--- config.mk ---
export PLATFORM = sky130hd
export DESIGN_NAME = i2c_clock_divider_select
export DESIGN_NICKNAME = d
export VERILOG_FILES = /design/src/rtl/i2ccds_pkg.sv /design/src/rtl/i2ccds_serial_div.sv /design/src/rtl/i2c_clock_divider_select.sv
export SDC_FILE = /design/constraint.sdc
export NUM_CORES = 1
export LEC_CHECK = 0
export BUFFER_PORTS_ARGS = -buffer_cell sky130_fd_sc_hd__buf_2
export CAP_MARGIN = 20
export CORE_MARGIN = 1.5
export CORE_UTILIZATION = 35
export DETAILED_ROUTE_END_ITERATION = 12
export GPL_TIMING_DRIVEN = 0
export PLACE_DENSITY = 0.56
export SLEW_MARGIN = 20
export SYNTH_ARGS = -nofsm -noshare
export SYNTH_HDL_FRONTEND = slang
export SYNTH_SLANG_ARGS = --single-unit
--- constraint.sdc ---
create_clock -name clock -period 4.55 [get_ports clock]
set_input_delay 0.6825 -clock clock [delete_from_list [all_inputs] [get_ports clock]]
set_output_delay 0.6825 -clock clock [all_outputs]
set_load 0.005 [all_outputs]
--- src/rtl/i2ccds_pkg.sv ---
// ----------------------------------------------------------------------------
// i2ccds_pkg
// types, register indexes and the two constant divider tables
// ----------------------------------------------------------------------------
package i2ccds_pkg;

   typedef struct packed {
      logic [12:0] dv;
      logic [6:0]  code;
   } div_entry_type;

   typedef logic [5:0] tab_idx_type;

   localparam logic [0:0]  CSR_TARGET_BITRATE = 1'b0;
   localparam logic [0:0]  CSR_TABLE_SELECT   = 1'b1;

   localparam logic [21:0] BITRATE_RESET = 22'd100000;
   localparam logic [18:0] DELAY_SCALE   = 19'd500000;

   localparam tab_idx_type TAB_A_LAST = 6'd49;
   localparam tab_idx_type TAB_B_LAST = 6'd59;

   localparam div_entry_type TAB_A [0:49] = '{
      '{13'd22, 7'h20}, '{13'd24, 7'h21}, '{13'd26, 7'h22}, '{13'd28, 7'h23},
      '{13'd30, 7'h00}, '{13'd32, 7'h24}, '{13'd36, 7'h25}, '{13'd40, 7'h26},
      '{13'd42, 7'h03}, '{13'd44, 7'h27}, '{13'd48, 7'h28}, '{13'd52, 7'h05},
      '{13'd56, 7'h29}, '{13'd60, 7'h06}, '{13'd64, 7'h2A}, '{13'd72, 7'h2B},
      '{13'd80, 7'h2C}, '{13'd88, 7'h09}, '{13'd96, 7'h2D}, '{13'd104, 7'h0A},
      '{13'd112, 7'h2E}, '{13'd128, 7'h2F}, '{13'd144, 7'h0C}, '{13'd160, 7'h30},
      '{13'd192, 7'h31}, '{13'd224, 7'h32}, '{13'd240, 7'h0F}, '{13'd256, 7'h33},
      '{13'd288, 7'h10}, '{13'd320, 7'h34}, '{13'd384, 7'h35}, '{13'd448, 7'h36},
      '{13'd480, 7'h13}, '{13'd512, 7'h37}, '{13'd576, 7'h14}, '{13'd640, 7'h38},
      '{13'd768, 7'h39}, '{13'd896, 7'h3A}, '{13'd960, 7'h17}, '{13'd1024, 7'h3B},
      '{13'd1152, 7'h18}, '{13'd1280, 7'h3C}, '{13'd1536, 7'h3D},
      '{13'd1792, 7'h3E}, '{13'd1920, 7'h1B}, '{13'd2048, 7'h3F},
      '{13'd2304, 7'h1C}, '{13'd2560, 7'h1D}, '{13'd3072, 7'h1E},
      '{13'd3840, 7'h1F}
   };

   localparam div_entry_type TAB_B [0:59] = '{
      '{13'd20, 7'h00}, '{13'd22, 7'h01}, '{13'd24, 7'h02}, '{13'd26, 7'h03},
      '{13'd28, 7'h04}, '{13'd30, 7'h05}, '{13'd32, 7'h09}, '{13'd34, 7'h06},
      '{13'd36, 7'h0A}, '{13'd40, 7'h07}, '{13'd44, 7'h0C}, '{13'd48, 7'h0D},
      '{13'd52, 7'h43}, '{13'd56, 7'h0E}, '{13'd60, 7'h45}, '{13'd64, 7'h12},
      '{13'd68, 7'h0F}, '{13'd72, 7'h13}, '{13'd80, 7'h14}, '{13'd88, 7'h15},
      '{13'd96, 7'h19}, '{13'd104, 7'h16}, '{13'd112, 7'h1A}, '{13'd128, 7'h17},
      '{13'd136, 7'h4F}, '{13'd144, 7'h1C}, '{13'd160, 7'h1D}, '{13'd176, 7'h55},
      '{13'd192, 7'h1E}, '{13'd208, 7'h56}, '{13'd224, 7'h22}, '{13'd228, 7'h24},
      '{13'd240, 7'h1F}, '{13'd256, 7'h23}, '{13'd288, 7'h5C}, '{13'd320, 7'h25},
      '{13'd384, 7'h26}, '{13'd448, 7'h2A}, '{13'd480, 7'h27}, '{13'd512, 7'h2B},
      '{13'd576, 7'h2C}, '{13'd640, 7'h2D}, '{13'd768, 7'h31}, '{13'd896, 7'h32},
      '{13'd960, 7'h2F}, '{13'd1024, 7'h33}, '{13'd1152, 7'h34},
      '{13'd1280, 7'h35}, '{13'd1536, 7'h36}, '{13'd1792, 7'h3A},
      '{13'd1920, 7'h37}, '{13'd2048, 7'h3B}, '{13'd2304, 7'h3C},
      '{13'd2560, 7'h3D}, '{13'd3072, 7'h3E}, '{13'd3584, 7'h7A},
      '{13'd3840, 7'h3F}, '{13'd4096, 7'h7B}, '{13'd5120, 7'h7D},
      '{13'd6144, 7'h7E}
   };

   function automatic div_entry_type tab_entry(input logic sel, input tab_idx_type idx);
      div_entry_type e;
      if (sel) begin
         if (idx <= TAB_B_LAST) e = TAB_B[idx];
         else e = TAB_B[TAB_B_LAST];
      end else begin
         if (idx <= TAB_A_LAST) e = TAB_A[idx];
         else e = TAB_A[TAB_A_LAST];
      end
      return e;
   endfunction

endpackage

--- src/rtl/i2ccds_serial_div.sv ---
// ----------------------------------------------------------------------------
// i2ccds_serial_div
// restoring divider, one quotient bit per cycle, a 33-bit quotient
// ----------------------------------------------------------------------------
module i2ccds_serial_div (
   input  logic        clock,
   input  logic        reset,
   input  logic        start,
   input  logic [32:0] num,
   input  logic [31:0] den,
   output logic        done,
   output logic [32:0] quo
);

   logic        busy_ff;
   logic        done_ff;
   logic [5:0]  cnt_ff;
   logic [31:0] den_ff;
   logic [31:0] rem_ff;
   logic [32:0] quo_ff;
   logic [32:0] shifted;
   logic [33:0] diff;

   assign shifted = {rem_ff, quo_ff[32]};
   assign diff    = {1'b0, shifted} - {2'b00, den_ff};

   always_ff @(posedge clock) begin
      if (reset) begin
         busy_ff <= 1'b0;
         done_ff <= 1'b0;
         cnt_ff  <= 6'd0;
      end else begin
         done_ff <= busy_ff && (cnt_ff == 6'd1);
         if (start) begin
            busy_ff <= 1'b1;
            cnt_ff  <= 6'd33;
         end else if (busy_ff) begin
            cnt_ff <= cnt_ff - 6'd1;
            if (cnt_ff == 6'd1) busy_ff <= 1'b0;
         end
      end
   end

   always_ff @(posedge clock) begin
      if (start) begin
         den_ff <= den;
         rem_ff <= 32'd0;
         quo_ff <= num;
      end else if (busy_ff) begin
         if (!diff[33]) begin
            rem_ff <= diff[31:0];
            quo_ff <= {quo_ff[31:0], 1'b1};
         end else begin
            rem_ff <= shifted[31:0];
            quo_ff <= {quo_ff[31:0], 1'b0};
         end
      end
   end

   assign done = done_ff;
   assign quo  = quo_ff;

endmodule

--- src/rtl/i2c_clock_divider_select.sv ---
// ----------------------------------------------------------------------------
// i2c_clock_divider_select
// picks the bus clock divider code and stop delay for a module clock rate
// ----------------------------------------------------------------------------
// the held results are sent again when the rate is unchanged, straight from the check state;
// otherwise they are recomputed: two 33-step serial divisions and a scan of up to 60 entries
// one word in flight: no new word is taken while one is in work;
// the next word is taken the cycle after the result is registered
// reset (synchronous): bit rate 100000, first table, held results and last rate zero
// ----------------------------------------------------------------------------
module i2c_clock_divider_select (
   input  logic        clock,
   input  logic        reset,
   input  logic        req_tvalid,
   output logic        req_tready,
   input  logic [31:0] req_tdata,   // clock_rate
   output logic        rsp_tvalid,
   input  logic        rsp_tready,
   output logic [55:0] rsp_tdata,   // divider_code, actual_divider, stop_delay, zero pad
   output logic        rsp_tuser,   // recomputed
   input  logic        csr_wr_en,
   input  logic [0:0]  csr_index,
   input  logic [21:0] csr_wdata
);

   localparam logic [2:0] ST_IDLE   = 3'd0;
   localparam logic [2:0] ST_CHECK  = 3'd1;
   localparam logic [2:0] ST_DIV1   = 3'd2;
   localparam logic [2:0] ST_SCAN   = 3'd3;
   localparam logic [2:0] ST_MUL    = 3'd4;
   localparam logic [2:0] ST_START2 = 3'd5;
   localparam logic [2:0] ST_DIV2   = 3'd6;
   localparam logic [2:0] ST_OUT    = 3'd7;

   logic [2:0]  state_ff, state_in;
   logic [21:0] bitrate_ff;
   logic        tab_sel_ff;
   logic [31:0] rate_ff, rate_in;
   logic [31:0] last_ff, last_in;
   logic [6:0]  code_ff, code_in;
   logic [12:0] divider_ff, divider_in;
   logic [31:0] delay_ff, delay_in;
   logic        fresh_ff, fresh_in;
   logic [32:0] want_ff, want_in;
   logic [5:0]  idx_ff, idx_in;
   logic [31:0] prod_ff, prod_in;
   logic        rsp_valid_ff;
   logic [55:0] rsp_data_ff;
   logic        rsp_user_ff;

   logic [21:0] bitrate;
   logic [30:0] half;
   logic        div_start;
   logic [32:0] div_num;
   logic [31:0] div_den;
   logic        div_done;
   logic [32:0] div_quo;
   logic        out_load;
   logic [5:0]  idx_last;
   i2ccds_pkg::div_entry_type entry;

   assign bitrate  = (bitrate_ff == 22'd0) ? 22'd1 : bitrate_ff;
   assign half     = (rate_ff[31:1] == 31'd0) ? 31'd1 : rate_ff[31:1];
   assign entry    = i2ccds_pkg::tab_entry(tab_sel_ff, idx_ff);
   assign idx_last = tab_sel_ff ? i2ccds_pkg::TAB_B_LAST : i2ccds_pkg::TAB_A_LAST;
   assign out_load = (state_ff == ST_OUT) && (!rsp_valid_ff || rsp_tready);

   assign div_start = ((state_ff == ST_CHECK) && (rate_ff != last_ff))
                   || (state_ff == ST_START2);
   assign div_num = (state_ff == ST_START2)
                  ? ({1'b0, prod_ff} + {2'b00, half} - 33'd1)
                  : ({1'b0, rate_ff} + {11'd0, bitrate} - 33'd1);
   assign div_den = (state_ff == ST_START2) ? {1'b0, half} : {10'd0, bitrate};

   i2ccds_serial_div u_div (
      .clock (clock),
      .reset (reset),
      .start (div_start),
      .num   (div_num),
      .den   (div_den),
      .done  (div_done),
      .quo   (div_quo)
   );

   always_comb begin
      state_in   = state_ff;
      rate_in    = rate_ff;
      last_in    = last_ff;
      code_in    = code_ff;
      divider_in = divider_ff;
      delay_in   = delay_ff;
      fresh_in   = fresh_ff;
      want_in    = want_ff;
      idx_in     = idx_ff;
      prod_in    = prod_ff;
      case (state_ff)
         ST_IDLE: begin
            if (req_tvalid) begin
               rate_in  = req_tdata;
               state_in = ST_CHECK;
            end
         end
         ST_CHECK: begin
            if (rate_ff == last_ff) begin
               fresh_in = 1'b0;
               state_in = ST_OUT;
            end else begin
               fresh_in = 1'b1;
               last_in  = rate_ff;
               state_in = ST_DIV1;
            end
         end
         ST_DIV1: begin
            if (div_done) begin
               want_in  = div_quo;
               idx_in   = 6'd0;
               state_in = ST_SCAN;
            end
         end
         ST_SCAN: begin
            if ((idx_ff == idx_last) || ({20'd0, entry.dv} >= want_ff)) begin
               code_in    = entry.code;
               divider_in = entry.dv;
               state_in   = ST_MUL;
            end else begin
               idx_in = idx_ff + 6'd1;
            end
         end
         ST_MUL: begin
            prod_in  = 32'(i2ccds_pkg::DELAY_SCALE) * 32'(divider_ff);
            state_in = ST_START2;
         end
         ST_START2: begin
            state_in = ST_DIV2;
         end
         ST_DIV2: begin
            if (div_done) begin
               delay_in = div_quo[31:0];
               state_in = ST_OUT;
            end
         end
         ST_OUT: begin
            if (out_load) state_in = ST_IDLE;
         end
         default: begin
            state_in = ST_IDLE;
         end
      endcase
   end

   always_ff @(posedge clock) begin
      if (reset) begin
         state_ff     <= ST_IDLE;
         bitrate_ff   <= i2ccds_pkg::BITRATE_RESET;
         tab_sel_ff   <= 1'b0;
         last_ff      <= 32'd0;
         code_ff      <= 7'd0;
         divider_ff   <= 13'd0;
         delay_ff     <= 32'd0;
         fresh_ff     <= 1'b0;
         rsp_valid_ff <= 1'b0;
      end else begin
         state_ff   <= state_in;
         last_ff    <= last_in;
         code_ff    <= code_in;
         divider_ff <= divider_in;
         delay_ff   <= delay_in;
         fresh_ff   <= fresh_in;
         if (csr_wr_en) begin
            case (csr_index)
               i2ccds_pkg::CSR_TARGET_BITRATE: bitrate_ff <= csr_wdata;
               i2ccds_pkg::CSR_TABLE_SELECT:   tab_sel_ff <= csr_wdata[0];
               default: ;
            endcase
         end
         if (out_load) rsp_valid_ff <= 1'b1;
         else if (rsp_tready) rsp_valid_ff <= 1'b0;
      end
   end

   always_ff @(posedge clock) begin
      rate_ff <= rate_in;
      want_ff <= want_in;
      idx_ff  <= idx_in;
      prod_ff <= prod_in;
      if (out_load) begin
         rsp_data_ff <= {4'd0, delay_ff, divider_ff, code_ff};
         rsp_user_ff <= fresh_ff;
      end
   end

   assign req_tready = (state_ff == ST_IDLE);
   assign rsp_tvalid = rsp_valid_ff;
   assign rsp_tdata  = rsp_data_ff;
   assign rsp_tuser  = rsp_user_ff;

endmodule

==> flow_metrics.env <==
export IMPL_min_period_over_period=0.980
export IMPL_max_cap_violations=0
export IMPL_min_period_ps=4460
export IMPL_crit_family="buffers and inverters"
export IMPL_critPathMostFrequentCell="clkbuf_1"
export IMPL_outcome="complete, no violations"
export IMPL_ir_drop_v=0.000254
export IMPL_ys_async_sr_fraction=0
export IMPL_path_cells="buf_4, xnor2_1, nand4_1, nor4_1, nand2_1, a21oi_2, clkbuf_1, clkbuf_1, o21ai_0, a21oi_1"
export IMPL_cts_root_buf="clkbuf_16"
export IMPL_place_port_buffers=113
export IMPL_netlist_area_um2=24800
export IMPL_cp_slowest_cell="nor4_1"
export IMPL_dieArea_um2=72600
export IMPL_syn_instance_count=2744
export IMPL_diodes=0
export IMPL_reg2regPathDepth=10
export IMPL_ant_nets=0
export IMPL_overflow=0
export IMPL_layout_nets=3322
export IMPL_final_cell_mix="343 x inv_1, 253 x nand2_1, 253 x ha_1"
export IMPL_wire_per_inst_um=20.1
export IMPL_r2r_slack_ps=90
export IMPL_row_count=97
export IMPL_cellLeakagePower_nw=12.5
export IMPL_via_per_inst=5.26
export IMPL_reg2reg_to="u_div.rem_ff[20]"
export IMPL_timing_critical_path_arrival_ps=4960
export IMPL_max_stage_delay_ps=730
export IMPL_final_common_cell="inv_1"
export IMPL_cp_required_ps=5050
export IMPL_critPathBufInv=3
export IMPL_insertion_delay_ps=590
export IMPL_post_place_ws_ps=-1900
export IMPL_crit_type="reg -> reg"
export IMPL_grt_max_degree=28
export IMPL_totalNegativeSetupSlack_ps=0
export IMPL_htree_levels=2
export IMPL_hold_depth=1
export IMPL_fin_skew_ps=35.3
export IMPL_cts_buffer_depth=3
export IMPL_drive_gt1_frac=0.135
export IMPL_max_slew_margin_rel=0.315
export IMPL_tightest_slew_ps=1030
export IMPL_final_setup_worst_slack_ps=91.6
export IMPL_holdWs_ps=272
export IMPL_path_clk_slew_ps=60
export IMPL_synth_edf_count=213
export IMPL_max_freq_mhz=224
export IMPL_min_path_type="in -> reg"
export IMPL_ys_ff_latch=364
export IMPL_placed_area_um2=26800
export IMPL_core_region_area_um2=70100
export IMPL_grt_pass1_wl_mm=119
export IMPL_grt_usage=0.212
export IMPL_antenna_found_initial=1
export IMPL_drc_errors=0
export IMPL_finalPower_mw=12.0
export IMPL_initial_core_util=0.354
export IMPL_cts_tree="built"
export IMPL_yosys_warnings=0
export IMPL_cts_sinks=364
export IMPL_grt_pass1_vias=19900
export IMPL_pin_count=119
export IMPL_syn_area_per_cell_um2=9.06
export IMPL_synthFlopType="edfxtp_1"
export IMPL_cts_buffers=43
export IMPL_startpoint_type="register"
export IMPL_first_iter_violations=1606
export IMPL_hold_viol_final=0
export IMPL_end_kind="register"
export IMPL_num_fill_cells=7096
export IMPL_design_area_um2=29100
export IMPL_maxSlewViolCount=0
export IMPL_area_growth_pct=17.0
export IMPL_worst_path_max_fanout=10
export IMPL_fp_dieH_um=269
export IMPL_dpl_hpwl_mm=60.1
export IMPL_dr_total_vias=20700
export IMPL_ys_types=92
export IMPL_place_congestion=0.960
export IMPL_setup_viol=0
export IMPL_hold_path_startpoint="req_tdata[3]"
export IMPL_worstReg2RegStart="rate_ff[25]"
export IMPL_synth_seq_area_share=0.379
export IMPL_min_to="rate_ff[3]"
export IMPL_die_w_um=269
export IMPL_powerDensity_nw_per_um2=414
export IMPL_wirelength_mm=79.1
export IMPL_firstDrtPassIters=6
-- synthesized netlist by cell type, drive strengths merged, types with 17 or more instances --
cell type	n	area (um^2)
a211oi	60	465
a21o	47	353
a21oi	243	1230
a31oi	27	175
and3	25	156
buf	28	185
clkbuf	99	373
dfxtp	151	3020
edfxtp	213	6400
fa	38	761
ha	264	3300
inv	346	1300
mux2i	50	500
nand2	254	953
nand2b	17	109
nand3	48	245
nand4	21	138
nor2	219	822
nor2b	22	138
nor3	36	180
nor4	19	119
o211ai	19	153
o21a	24	180
o21ai	159	815
xnor2	92	806
xor2	32	280
-- per-layer routing --
layer | wire (um) | GRT usage | vias up
met2 | 34900 | 0.335 | 672
met1 | 36500 | 0.296 | 9857
met5 | 0 | 0 | -
met4 | 2940 | 0.0781 | 0
li1 | - | - | 10000
met3 | 4730 | 0.0248 | 134
-- state kept, by name (all words and copies together), names as in the netlist, 3 cells and up --
name	flops
u_div.cnt_ff	6
u_div.rem_ff	32
idx_ff	6
want_ff	33
bitrate_ff	22
code_ff	7
u_div.den_ff	31
delay_ff	32
rate_ff	32
last_ff	32
rsp_tdata	51
u_div.quo	33
prod_ff	26
state_ff	3
divider_ff	12
-- final cells by class --
cell class	count	area, um^2	share of cell area
buffer	124	602	0.0207
inverter	352	1330	0.0458
sequential	364	9460	0.325
tap	940	1180	0.0405
timing repair buffer	170	1090	0.0375
clock inverter	25	239	0.00822
clock buffer	54	1230	0.0423
multi-input combinational	1905	13900	0.480
-- how the worst max path moves through the flow --
stage	startpoint	end	slack [ps]	cells after the start
final	rate_ff[25]	u_div.rem_ff[20]	90	10
after global routing	divider_ff[10]	prod_ff[29]	-30	18
after CTS	divider_ff[5]	prod_ff[31]	1	15
after detailed placement	idx_ff[1]	idx_ff[2]	-1900	21
after global placement	idx_ff[1]	idx_ff[5]	-1940	21
after floorplan	idx_ff[1]	idx_ff[0]	80	21
-- report_power, final --
part	internal [mW]	switching [mW]	leakage [nW]
Combinational	1.72	2.45	8.55
Clock	2.06	1.48	0.714
Sequential	3.94	0.378	3.25
-- stage by stage --
| stage | utilization | std cells |
|---|---|---|
| floorplan | - | 2748 |
| global placement | 0.379 | 3801 |
| detailed placement | 0.382 | 3809 |
| CTS | 0.410 | 3923 |
| global route | 0.414 | 3934 |
| finish | 0.414 | 3934 |
-- kinds of logic after synthesis --
kind of cell,Yosys count,synth area share
xor+xnor,124,0.0437
compound gates,700,0.181
simple gates,715,0.130
flops,364,0.379
other cells,1,0.000151
fa+ha+maj,302,0.164
mux,59,0.0268
buf+inv,479,0.0756
-- timing repair --
action,in CTS,in global routing
hold buffers,0,0
setup buffers,38,11
pin swaps,23,20
gates resized for setup,72,52
endpoints found under the setup margin,82,42
Power figures use the tool's default switching activity.
